**config.mk**
```make
export PLATFORM = sky130hd
export DESIGN_NAME = command_line_argument_splitter
export DESIGN_NICKNAME = d
export VERILOG_FILES = /design/src/sv/clas_pkg.sv /design/src/sv/clas_ctrl.sv /design/src/sv/clas_dp.sv /design/src/sv/command_line_argument_splitter.sv
export SDC_FILE = /design/constraint.sdc
export NUM_CORES = 1
export LEC_CHECK = 0
export BUFFER_PORTS_ARGS = -buffer_cell sky130_fd_sc_hd__buf_4
export CAP_MARGIN = 20
export CORE_UTILIZATION = 50
export CTS_BUF_LIST = sky130_fd_sc_hd__clkbuf_8
export CTS_CLUSTER_SIZE = 14
export DETAILED_ROUTE_END_ITERATION = 6
export PLACE_DENSITY = 0.78
export SYNTH_ARGS = -nofsm -noshare
export SYNTH_HDL_FRONTEND = slang
export SYNTH_SLANG_ARGS = --single-unit
```
**constraint.sdc**
```tcl
create_clock -name clock -period 3.3 [get_ports clock]
set_clock_uncertainty 0.15 [all_clocks]
set_input_delay 0.495 -clock clock [delete_from_list [all_inputs] [get_ports clock]]
set_output_delay 0.495 -clock clock [all_outputs]
set_load 0.01 [all_outputs]
```
**src/sv/clas_pkg.sv**
```systemverilog
`timescale 1ns / 1ps
package clas_pkg;

   localparam int CHAR_W  = 16;
   localparam int KIND_W  = 2;
   localparam int COUNT_W = 8;
   localparam int RUN_W   = 6;

   // saturation limits
   localparam logic [RUN_W-1:0]   SLASH_LIMIT = RUN_W'(32);
   localparam logic [COUNT_W-1:0] ARG_LIMIT   = COUNT_W'(255);

   // result kinds
   localparam logic [KIND_W-1:0] KIND_CHAR    = 2'd0;
   localparam logic [KIND_W-1:0] KIND_ARG_END = 2'd1;
   localparam logic [KIND_W-1:0] KIND_EOL     = 2'd2;

   // special characters
   localparam logic [CHAR_W-1:0] CH_BACKSLASH = 16'h005C;
   localparam logic [CHAR_W-1:0] CH_QUOTE     = 16'h0022;
   localparam logic [CHAR_W-1:0] CH_SPACE     = 16'h0020;
   localparam logic [CHAR_W-1:0] CH_TAB       = 16'h0009;
   localparam logic [CHAR_W-1:0] CH_NUL       = 16'h0000;

   // controller to datapath
   typedef struct packed {
      logic load;
      logic emit_slash;
      logic emit_t1;
      logic emit_t2;
      logic last;
   } clas_cmd_type;

   // datapath to controller
   typedef struct packed {
      logic dec_busy;
      logic slash_nz;
      logic slash_one;
      logic t1_v;
      logic t2_v;
   } clas_stat_type;

endpackage

```
**src/sv/clas_ctrl.sv**
```systemverilog
`timescale 1ns / 1ps
module clas_ctrl
   import clas_pkg::*;
(
   input  logic          clock,
   input  logic          reset,
   input  logic          req_valid,
   output logic          req_stall,
   output logic          rsp_valid,
   input  logic          rsp_stall,
   input  clas_stat_type stat,
   output clas_cmd_type  cmd
);

   localparam logic ST_IDLE = 1'b0;
   localparam logic ST_RUN  = 1'b1;

   logic state_ff, state_in;
   logic rsp_valid_ff, rsp_valid_in;
   logic out_free;
   logic emit_any;

   assign out_free  = !rsp_valid_ff || !rsp_stall;
   assign req_stall = (state_ff != ST_IDLE);
   assign rsp_valid = rsp_valid_ff;
   assign emit_any  = cmd.emit_slash || cmd.emit_t1 || cmd.emit_t2;

   always_comb begin
      state_in = state_ff;
      cmd      = '0;
      unique case (state_ff)
         ST_IDLE: begin
            cmd.load = req_valid;
            if (req_valid && stat.dec_busy) begin
               state_in = ST_RUN;
            end
         end
         ST_RUN: begin
            if (out_free) begin
               priority if (stat.slash_nz) begin
                  cmd.emit_slash = 1'b1;
                  cmd.last       = stat.slash_one && !stat.t1_v && !stat.t2_v;
               end else if (stat.t1_v) begin
                  cmd.emit_t1 = 1'b1;
                  cmd.last    = !stat.t2_v;
               end else if (stat.t2_v) begin
                  cmd.emit_t2 = 1'b1;
                  cmd.last    = 1'b1;
               end else begin
                  cmd.last = 1'b1;
               end
               if (cmd.last) begin
                  state_in = ST_IDLE;
               end
            end
         end
         default: state_in = ST_IDLE;
      endcase
   end

   always_comb begin
      if (emit_any) begin
         rsp_valid_in = 1'b1;
      end else begin
         rsp_valid_in = rsp_valid_ff && rsp_stall;
      end
   end

   always_ff @(posedge clock) begin
      if (reset) begin
         state_ff     <= ST_IDLE;
         rsp_valid_ff <= 1'b0;
      end else begin
         state_ff     <= state_in;
         rsp_valid_ff <= rsp_valid_in;
      end
   end

`ifndef ASSERT_OFF
   a_one_emit: assert property (@(posedge clock) disable iff (reset)
      $onehot0({cmd.emit_slash, cmd.emit_t1, cmd.emit_t2}))
      else $error("more than one emit command");
   a_no_overwrite: assert property (@(posedge clock) disable iff (reset)
      emit_any |-> (!rsp_valid_ff || !rsp_stall))
      else $error("result register overwritten while stalled");
   a_idle_quiet: assert property (@(posedge clock) disable iff (reset)
      (state_ff == ST_IDLE) |-> !emit_any)
      else $error("emit while idle");
   a_load_empty: assert property (@(posedge clock) disable iff (reset)
      (cmd.load && !stat.dec_busy) |=> (state_ff == ST_IDLE))
      else $error("empty item left controller busy");
`endif

endmodule

```
**src/sv/clas_dp.sv**
```systemverilog
`timescale 1ns / 1ps
module clas_dp
   import clas_pkg::*;
(
   input  logic               clock,
   input  logic               reset,
   input  logic [CHAR_W-1:0]  req_code_unit,
   input  clas_cmd_type       cmd,
   output clas_stat_type      stat,
   output logic [CHAR_W-1:0]  rsp_out_char,
   output logic [KIND_W-1:0]  rsp_kind,
   output logic [COUNT_W-1:0] rsp_arg_total,
   output logic               rsp_last_of_run
);

   // parsing state
   logic               quoted_ff, quoted_in;
   logic               inarg_ff, inarg_in;
   logic [RUN_W-1:0]   run_ff, run_in;
   logic               qpend_ff, qpend_in;
   logic [COUNT_W-1:0] cnt_ff, cnt_in;

   // pending emission plan
   logic [RUN_W-1:0]   slash_left_ff;
   logic               t1_v_ff;
   logic [KIND_W-1:0]  t1_kind_ff;
   logic [CHAR_W-1:0]  t1_char_ff;
   logic [COUNT_W-1:0] t1_total_ff;
   logic               t2_v_ff;
   logic [COUNT_W-1:0] t2_total_ff;

   // decoded plan for the incoming item
   logic [RUN_W-1:0]   d_slash;
   logic               d_t1v;
   logic [KIND_W-1:0]  d_t1kind;
   logic [CHAR_W-1:0]  d_t1char;
   logic [COUNT_W-1:0] d_t1total;
   logic               d_t2v;
   logic [COUNT_W-1:0] d_t2total;

   // result register
   logic [CHAR_W-1:0]  out_char_ff;
   logic [KIND_W-1:0]  out_kind_ff;
   logic [COUNT_W-1:0] out_total_ff;
   logic               out_last_ff;

   logic is_quote, is_ws, is_zero, is_bslash;

   assign is_quote  = (req_code_unit == CH_QUOTE);
   assign is_ws     = (req_code_unit == CH_SPACE) || (req_code_unit == CH_TAB);
   assign is_zero   = (req_code_unit == CH_NUL);
   assign is_bslash = (req_code_unit == CH_BACKSLASH);

   always_comb begin
      quoted_in = quoted_ff;
      inarg_in  = inarg_ff;
      run_in    = run_ff;
      qpend_in  = qpend_ff;
      cnt_in    = cnt_ff;
      d_slash   = '0;
      d_t1v     = 1'b0;
      d_t1kind  = KIND_CHAR;
      d_t1char  = '0;
      d_t1total = '0;
      d_t2v     = 1'b0;
      d_t2total = '0;
      if (qpend_ff && is_quote) begin
         // doubled quote inside quotes
         qpend_in = 1'b0;
         d_t1v    = 1'b1;
         d_t1char = CH_QUOTE;
      end else begin
         if (qpend_ff) begin
            qpend_in  = 1'b0;
            quoted_in = 1'b0;
         end
         if (!inarg_ff && is_ws) begin
            d_t1v = 1'b0;
         end else if (!inarg_ff && is_zero) begin
            d_t1v     = 1'b1;
            d_t1kind  = KIND_EOL;
            d_t1total = cnt_ff;
            quoted_in = 1'b0;
            inarg_in  = 1'b0;
            run_in    = '0;
            qpend_in  = 1'b0;
            cnt_in    = '0;
         end else begin
            if (!inarg_ff) begin
               inarg_in = 1'b1;
               run_in   = '0;
               if (cnt_ff < ARG_LIMIT) begin
                  cnt_in = cnt_ff + COUNT_W'(1);
               end
            end
            priority if (is_bslash) begin
               if (run_in < SLASH_LIMIT) begin
                  run_in = run_in + RUN_W'(1);
               end
            end else if (is_quote) begin
               d_slash = run_in >> 1;
               if (!run_in[0]) begin
                  if (quoted_in) begin
                     qpend_in = 1'b1;
                  end else begin
                     quoted_in = 1'b1;
                  end
               end else begin
                  d_t1v    = 1'b1;
                  d_t1char = CH_QUOTE;
               end
               run_in = '0;
            end else if (is_zero) begin
               d_slash   = run_in;
               d_t1v     = 1'b1;
               d_t1kind  = KIND_ARG_END;
               d_t2v     = 1'b1;
               d_t2total = cnt_in;
               quoted_in = 1'b0;
               inarg_in  = 1'b0;
               run_in    = '0;
               qpend_in  = 1'b0;
               cnt_in    = '0;
            end else if (is_ws && !quoted_in) begin
               d_slash  = run_in;
               d_t1v    = 1'b1;
               d_t1kind = KIND_ARG_END;
               run_in   = '0;
               inarg_in = 1'b0;
            end else begin
               d_slash  = run_in;
               d_t1v    = 1'b1;
               d_t1char = req_code_unit;
               run_in   = '0;
            end
         end
      end
   end

   assign stat.dec_busy  = (d_slash != '0) || d_t1v || d_t2v;
   assign stat.slash_nz  = (slash_left_ff != '0);
   assign stat.slash_one = (slash_left_ff == RUN_W'(1));
   assign stat.t1_v      = t1_v_ff;
   assign stat.t2_v      = t2_v_ff;

   always_ff @(posedge clock) begin
      if (reset) begin
         quoted_ff     <= 1'b0;
         inarg_ff      <= 1'b0;
         run_ff        <= '0;
         qpend_ff      <= 1'b0;
         cnt_ff        <= '0;
         slash_left_ff <= '0;
         t1_v_ff       <= 1'b0;
         t2_v_ff       <= 1'b0;
      end else begin
         if (cmd.load) begin
            quoted_ff     <= quoted_in;
            inarg_ff      <= inarg_in;
            run_ff        <= run_in;
            qpend_ff      <= qpend_in;
            cnt_ff        <= cnt_in;
            slash_left_ff <= d_slash;
            t1_v_ff       <= d_t1v;
            t2_v_ff       <= d_t2v;
         end else begin
            if (cmd.emit_slash) begin
               slash_left_ff <= slash_left_ff - RUN_W'(1);
            end
            if (cmd.emit_t1) begin
               t1_v_ff <= 1'b0;
            end
            if (cmd.emit_t2) begin
               t2_v_ff <= 1'b0;
            end
         end
      end
   end

   always_ff @(posedge clock) begin
      if (cmd.load) begin
         t1_kind_ff  <= d_t1kind;
         t1_char_ff  <= d_t1char;
         t1_total_ff <= d_t1total;
         t2_total_ff <= d_t2total;
      end
      if (cmd.emit_slash) begin
         out_char_ff  <= CH_BACKSLASH;
         out_kind_ff  <= KIND_CHAR;
         out_total_ff <= '0;
         out_last_ff  <= cmd.last;
      end else if (cmd.emit_t1) begin
         out_char_ff  <= t1_char_ff;
         out_kind_ff  <= t1_kind_ff;
         out_total_ff <= t1_total_ff;
         out_last_ff  <= cmd.last;
      end else if (cmd.emit_t2) begin
         out_char_ff  <= CH_NUL;
         out_kind_ff  <= KIND_EOL;
         out_total_ff <= t2_total_ff;
         out_last_ff  <= cmd.last;
      end
   end

   assign rsp_out_char    = out_char_ff;
   assign rsp_kind        = out_kind_ff;
   assign rsp_arg_total   = out_total_ff;
   assign rsp_last_of_run = out_last_ff;

endmodule

```
**src/sv/command_line_argument_splitter.sv**
```systemverilog
`timescale 1ns / 1ps
// channel | direction | handshake            | payload
// req     | in        | req_valid/req_stall  | req_code_unit[15:0]
// rsp     | out       | rsp_valid/rsp_stall  | rsp_out_char, rsp_kind, rsp_arg_total,
//         |           |                      | rsp_last_of_run
//
// an item with no result (blank, backslash, plain opening quote) leaves req_stall low
// an item with n results is decoded when taken, then its results go out one at a time
// from the single result register, in the order the emission sequencer walks them
// reset is synchronous and returns the parser to the start of a line
// rsp_stall holds the result register and pauses the sequencer; req_stall is
// high while a decoded item still has results to send
module command_line_argument_splitter
   import clas_pkg::*;
(
   input  logic               clock,
   input  logic               reset,
   input  logic               req_valid,
   output logic               req_stall,
   input  logic [CHAR_W-1:0]  req_code_unit,
   output logic               rsp_valid,
   input  logic               rsp_stall,
   output logic [CHAR_W-1:0]  rsp_out_char,
   output logic [KIND_W-1:0]  rsp_kind,
   output logic [COUNT_W-1:0] rsp_arg_total,
   output logic               rsp_last_of_run
);

   // commands from the sequencer, plan status from the parser
   clas_cmd_type  cmd;
   clas_stat_type stat;

   // sequencer: takes an item, then walks backslashes, first tail, second tail
   clas_ctrl u_ctrl (
      .clock     (clock),
      .reset     (reset),
      .req_valid (req_valid),
      .req_stall (req_stall),
      .rsp_valid (rsp_valid),
      .rsp_stall (rsp_stall),
      .stat      (stat),
      .cmd       (cmd)
   );

   // parser state, decoded emission plan and result register
   clas_dp u_dp (
      .clock           (clock),
      .reset           (reset),
      .req_code_unit   (req_code_unit),
      .cmd             (cmd),
      .stat            (stat),
      .rsp_out_char    (rsp_out_char),
      .rsp_kind        (rsp_kind),
      .rsp_arg_total   (rsp_arg_total),
      .rsp_last_of_run (rsp_last_of_run)
   );

endmodule

```
==> flow_summary.yaml, run 1 <==
run_status:
  status: "finished, final reports clean"
detailed_routing:
  drt_iter0_markers: 263
  drcViolationCount: 0
  highest_layer: "met4"
  detail-route-antenna-nets: 0
  routed_wl_microns: 9200
  wl_met2_microns: 4330
  met3WireLength_microns: 533
  drt-met1-wl_microns: 4200
  vias_per_cell: 6.13
  dr.pass1.iters: 5
  vias: 3293
  routedWlPerCell_microns: 17.1
clock_tree:
  cts_root_buf: "clkbuf_8"
  cts_buffers: 9
  clk_latency_ps: 360
  hold_buffers: 0
  postCtsResizedCells: 0
  htreeDepth: 3
  cts.sinks: 88
  cts_tree: "done"
  clk_pin_slew_ps: 90
  clockBufferDepth: 2
  cts_setup_buffers: 0
timing:
  setup_viol: 0
  rsz0062_at_grt: "no"
  finalCritPeriodShare: 0.744
  worst_pin_slew_ps: 758
  slew_viol_final: 0
  maxSlewHeadroom: 0.492
  max_freq_ghz: 0.407
  tns_ps: 0
  fin_crit_ps: 2460
  hold_violations: 0
synthesis:
  ys_seq_area_frac: 0.523
  synthFlopType: "dfxtp_1"
  syn-num-nets: 421
  synth_seq_cells: 88
  syn_area_per_cell_sq_um: 10.2
  yosys-top-cells-count: "dfxtp_1, edfxtp_1, a21oi_1, nand3_1, clkbuf_1"
  async_reset_ff_frac: 0
  yosysMostFrequentCell: "dfxtp_1"
  synthTopCellsByArea: "dfxtp_1, edfxtp_1, a21oi_1"
  ys_warn_count: 0
  synth-edff-count: 35
  synthDistinctLibCells: 63
  yosys.area.top_type: "dfxtp_1"
  syn_area_sq_um: 4040
  netlist_instances: 397
  synth_top_area_frac: 0.263
die:
  ios: 49
  design.core.area_sq_um: 7770
  dieArea_sq_um: 8430
  die_h_microns: 91.8
  rows: 32
  start_util: 0.519
  die_w_microns: 91.8
grt:
  grt-ovfl-total: 0
  grt_antenna_before_repair: 0
  grt_max_degree: 29
  grt_pass1_vias: 3045
  grt_use_total: 0.227
  grt_pass1_wl_microns: 15000
min_path:
  hold_depth: 1
  whs_endpoint: "u_dp.t1_char_ff[15]"
  hp-start: "req_code_unit[15]"
  min_path_type: "in -> reg"
critical_path:
  cp_slowest_cell: "inv_1"
  critPathArrivalTime_ps: 2570
  worstPathMaxFanout: 16
  r2r_end: "u_dp.cnt_ff[6]"
  critPathBufInv: 2
  crit_required_ps: 3410
  reg2reg_slack_ps: 840
  worstSetupStartpointType: "register"
  slowest_delay_ps: 450
  cp_cell_sequence: "inv_1 -> nand2_1 -> inv_1 -> o221ai_2 -> or3_1 -> a221oi_1"
  cp-end-kind: "register"
  r2r_cells: 6
  regToRegStartpoint: "u_ctrl.req_stall"
  critPathTopFamily: "compound AO/OA/AOI/OAI gates"
  cp_common_cell: "inv_1"
  path_class: "reg -> reg"
finish:
  drive_gt1_frac: 0.186
  fin_nets: 454
  syn2layout_area_growth_pct: 15.8
  fillers: 658
  diodes: 0
  final_area_sq_um: 4670
place:
  place.gp.congestion: 0.851
  port_buffers: 48
  dpl_cell_area_sq_um: 4420
  dp_hpwl_microns: 6220
pwr:
  p_leak_nw: 1.74
  powerDensity_nw_per_um2: 665
  vdd_ir_drop_max_v: 0.000267
run:
  drv_cap: 0
[flip-flops by register name (all words and copies together), names as in the netlist, 2 cells and up]
| name | count |
|---|---|
| u_dp.cnt_ff | 8 |
| u_dp.t1_total_ff | 8 |
| u_dp.rsp_arg_total | 8 |
| u_dp.slash_left_ff | 6 |
| u_dp.run_ff | 6 |
| u_dp.t1_kind_ff | 2 |
| u_dp.t2_total_ff | 8 |
| u_dp.t1_char_ff | 16 |
| u_dp.rsp_out_char | 16 |
| u_dp.rsp_kind | 2 |
[kinds of logic after synthesis]
logic type	count (synthesis)	share of synthesized area
and+or+nand+nor	140	0.201
muxes	13	0.0326
DFF	88	0.523
adders and majority gates	4	0.0124
buffers and inverters	46	0.0487
AOI/OAI and AO/OA	105	0.180
xor gates and xnor gates	1	0.00217
[stage by stage]
stage	power [mW]	util	instances	hold WS, ps	worst slack, ps
2_1_floorplan	1.88	-	397	286	572
3_3_place_gp	2.18	0.569	521	288	736
3_5_place_dp	2.21	0.569	521	294	626
4_1_cts	3.12	0.601	537	152	850
5_1_grt	3.24	0.601	537	148	620
6_report	3.10	0.601	537	167	843
[layout by cell type, fill, tap and decap left out, types with 2 or more instances in the layout]
| cell | instances |
|---|---|
| and3_1 | 16 |
| o211ai_1 | 3 |
| dfxtp_1 | 53 |
| nor4_2 | 2 |
| edfxtp_1 | 35 |
| a21oi_1 | 29 |
| buf_4 | 53 |
| nand2_1 | 19 |
| a211oi_1 | 3 |
| nand4b_1 | 2 |
| a31oi_1 | 4 |
| a221o_1 | 4 |
| o221a_2 | 2 |
| mux2i_1 | 12 |
| or3_1 | 3 |
| clkbuf_8 | 9 |
| nand3_1 | 25 |
| or3b_1 | 2 |
| a2111oi_0 | 2 |
| a22o_1 | 13 |
| nand4_1 | 11 |
| and4_1 | 3 |
| o41ai_1 | 2 |
| nor3_1 | 11 |
| o21ai_1 | 9 |
| bufinv_16 | 3 |
| ha_1 | 4 |
| o32ai_1 | 3 |
| and2_1 | 6 |
| o31ai_1 | 2 |
| nor4_1 | 2 |
| nor4b_1 | 5 |
| nor2_1 | 18 |
| inv_1 | 15 |
| o21ai_0 | 15 |
| nor2b_1 | 6 |
[cell type report]
type	instances	area, sq um	share of cell area
clock buffers	9	124	0.0265
inverters	15	56.3	0.0121
clock inverters	7	126	0.0271
well taps	102	128	0.0273
repair buffers	53	398	0.0852
flip-flops and latches	88	2110	0.452
multi-input cells	263	1730	0.370
[routing by layer]
| metal | GRT usage | up-vias |
|---|---|---|
| met5 | 0 | - |
| met4 | 0.0911 | 0 |
| met3 | 0.0489 | 23 |
| met2 | 0.360 | 132 |
| met1 | 0.302 | 1571 |
| li1 | - | 1567 |
[how the worst max path moves through the flow]
| stage | from | end | slack (ps) | cells past startpoint |
|---|---|---|---|---|
| 3_5_place_dp | req_code_unit[9] | u_dp.quoted_ff | 630 | 6 |
| 4_1_cts | u_ctrl.req_stall | u_dp.cnt_ff[6] | 850 | 6 |
| 3_3_place_gp | req_code_unit[9] | u_dp.cnt_ff[1] | 740 | 6 |
| 6_report | u_ctrl.req_stall | u_dp.cnt_ff[6] | 840 | 6 |
| 5_1_grt | u_ctrl.req_stall | u_dp.cnt_ff[6] | 620 | 6 |
| 2_1_floorplan | req_valid | u_dp.slash_left_ff[4] | 570 | 6 |
[power breakdown]
part,total [mW],switching [mW],leakage (nW),internal (mW)
Sequential,1.45,0.115,0.777,1.34
Clock,0.921,0.409,0.122,0.512
Combinational,0.733,0.365,0.840,0.368
Power figures use the tool's default switching activity.
==> inputs of run 2 (changes only) <==
Settings changed: PLACE_DENSITY 0.78 to 0.81.
Clock period 3.3 ns to 2.1 ns, I/O delays scaled along.
==> run 2 against run 1 <==
- sequential power is 57% higher
- fmax is 21% higher
- die area stayed put
- non-clock buffer count is 36 higher
- final area is 6.1% higher
- critical endpoint is now u_dp.rsp_out_char[2]
- largest cell class unchanged
- highest routed layer unchanged
==> flow_summary.yaml, run 2 (same netlist as run 1, synthesis figures left out) <==
run_status:
  status: "finished, final reports clean"
detailed_routing:
  detail-route-antenna-nets: 0
  routed_wl_microns: 9310
  vias_per_cell: 5.81
  vias: 3328
  routedWlPerCell_microns: 16.2
  drt_iter0_markers: 215
  drcViolationCount: 0
  dr.pass1.iters: 5
critical_path:
  r2r_cells: 5
  r2r_end: "u_dp.rsp_out_char[2]"
  startpoint: "u_dp.slash_left_ff[4]"
  critPathCapture: "u_dp.rsp_out_char[2]"
  reg2reg_slack_ps: 70
  critPathArrivalTime_ps: 2140
  path_class: "reg -> reg"
  worstPathMaxFanout: 21
  crit_required_ps: 2200
  worstSetupStartpointType: "register"
  cp_cell_sequence: "nor4_4 -> nand3_2 -> o21bai_4 -> buf_4 -> a221o_1"
  cp_slowest_cell: "nor4_4"
  slowest_delay_ps: 440
  cp-end-kind: "register"
  regToRegStartpoint: "u_dp.slash_left_ff[4]"
pwr:
  powerDensity_nw_per_um2: 981
  vdd_ir_drop_max_v: 0.000370
  p_leak_nw: 1.91
finish:
  fin_nets: 490
  layout_common_cells: "buf_4, dfxtp_1, edfxtp_1"
  syn2layout_area_growth_pct: 22.8
  drive_gt1_frac: 0.240
  final_util: 0.638
  diodes: 0
  final_common_cell: "buf_4"
clock_tree:
  cts_setup_buffers: 0
  clk_pin_slew_ps: 90
  cts_tree: "done"
  cts_root_buf: "clkbuf_8"
  cts.sinks: 88
  cts_buffers: 9
  clk_latency_ps: 360
  clockBufferDepth: 2
  htreeDepth: 3
place:
  port_buffers: 48
  place.gp.congestion: 0.916
  dp_hpwl_microns: 6490
timing:
  fin_crit_ps: 2030
  hold_violations: 0
  maxSlewHeadroom: 0.659
  worst_pin_slew_ps: 511
  setup_viol: 0
  finalCritPeriodShare: 0.967
  max_freq_ghz: 0.492
  slew_viol_final: 0
  tns_ps: 0
  whs_ps: 20.6
min_path:
  hp-start: "reset"
  hold_depth: 2
  min_path_type: "in -> reg"
grt:
  grt_antenna_before_repair: 0
  grt_use_total: 0.229
  grt-ovfl-total: 0
  grt_pass1_vias: 3151
  grt_pass1_wl_microns: 15200
  grt_max_degree: 26
die:
  die_h_microns: 91.8
  start_util: 0.519
  design.core.area_sq_um: 7770
  rows: 32
  dieArea_sq_um: 8430
  ios: 49
  die_w_microns: 91.8
run:
  drv_cap: 0
## run 2: report_power, final
group | internal [mW] | switching, mW | total (mW)
Clock | 0.685 | 0.643 | 1.33
Combinational | 0.648 | 0.607 | 1.26
Sequential | 2.10 | 0.181 | 2.28
## run 2: routing by layer
layer | wire (microns) | track usage | up-vias | part of all wire
met2 | 4520 | 0.367 | 100 | 0.49
met3 | 455 | 0.0481 | 16 | 0.049
li1 | - | - | 1640 | -
met1 | 4150 | 0.297 | 1572 | 0.45
met5 | 0 | 0 | - | 0
met4 | 187 | 0.105 | 0 | 0.020
## run 2: worst min path at each step
stage,to,slack [ps]
finish,u_dp.run_ff[2],20
global route,u_dp.run_ff[2],6
CTS,u_dp.run_ff[2],7
detailed placement,u_dp.rsp_out_char[15],300
global placement,u_dp.rsp_out_char[15],290
floorplan,u_dp.rsp_kind[0],290
## run 2: layout make-up
type                    instances  area [sq um]
inverters                      15          56.3
repair buffers                 89           688
clock inverters                 7           101
flip-flops and latches         88          2110
well taps                     102           128
fillers                       616          2810
clock buffers                   9           124
multi-input cells             263          1750
## run 2: through the flow
stage | cells | setup WS, ps | total power, mW | instance area [sq um]
2_1_floorplan | 397 | 82.5 | 2.96 | 4040
3_3_place_gp | 549 | 32.9 | 3.48 | 4630
3_5_place_dp | 549 | -33.4 | 3.53 | 4630
4_1_cts | 573 | 64.9 | 4.86 | 4940
5_1_grt | 573 | -40.3 | 5.09 | 4950
6_report | 573 | 69.0 | 4.86 | 4950
## run 2: timing repair
action / 4_1_cts / 5_1_grt
hold buffers: 8 / 0
resized for setup: 1 / 5
endpoints found under the setup margin: 1 / 2
endpoints found under the hold margin: 8 / 0
## run 2: critical path, delay by kind of cell, from the launching register on
family / cells / cell delay (ps)
DFF: 1 / 380
and+or+nand+nor: 2 / 620
buffers and inverters: 1 / 200
AOI/OAI and AO/OA: 2 / 560
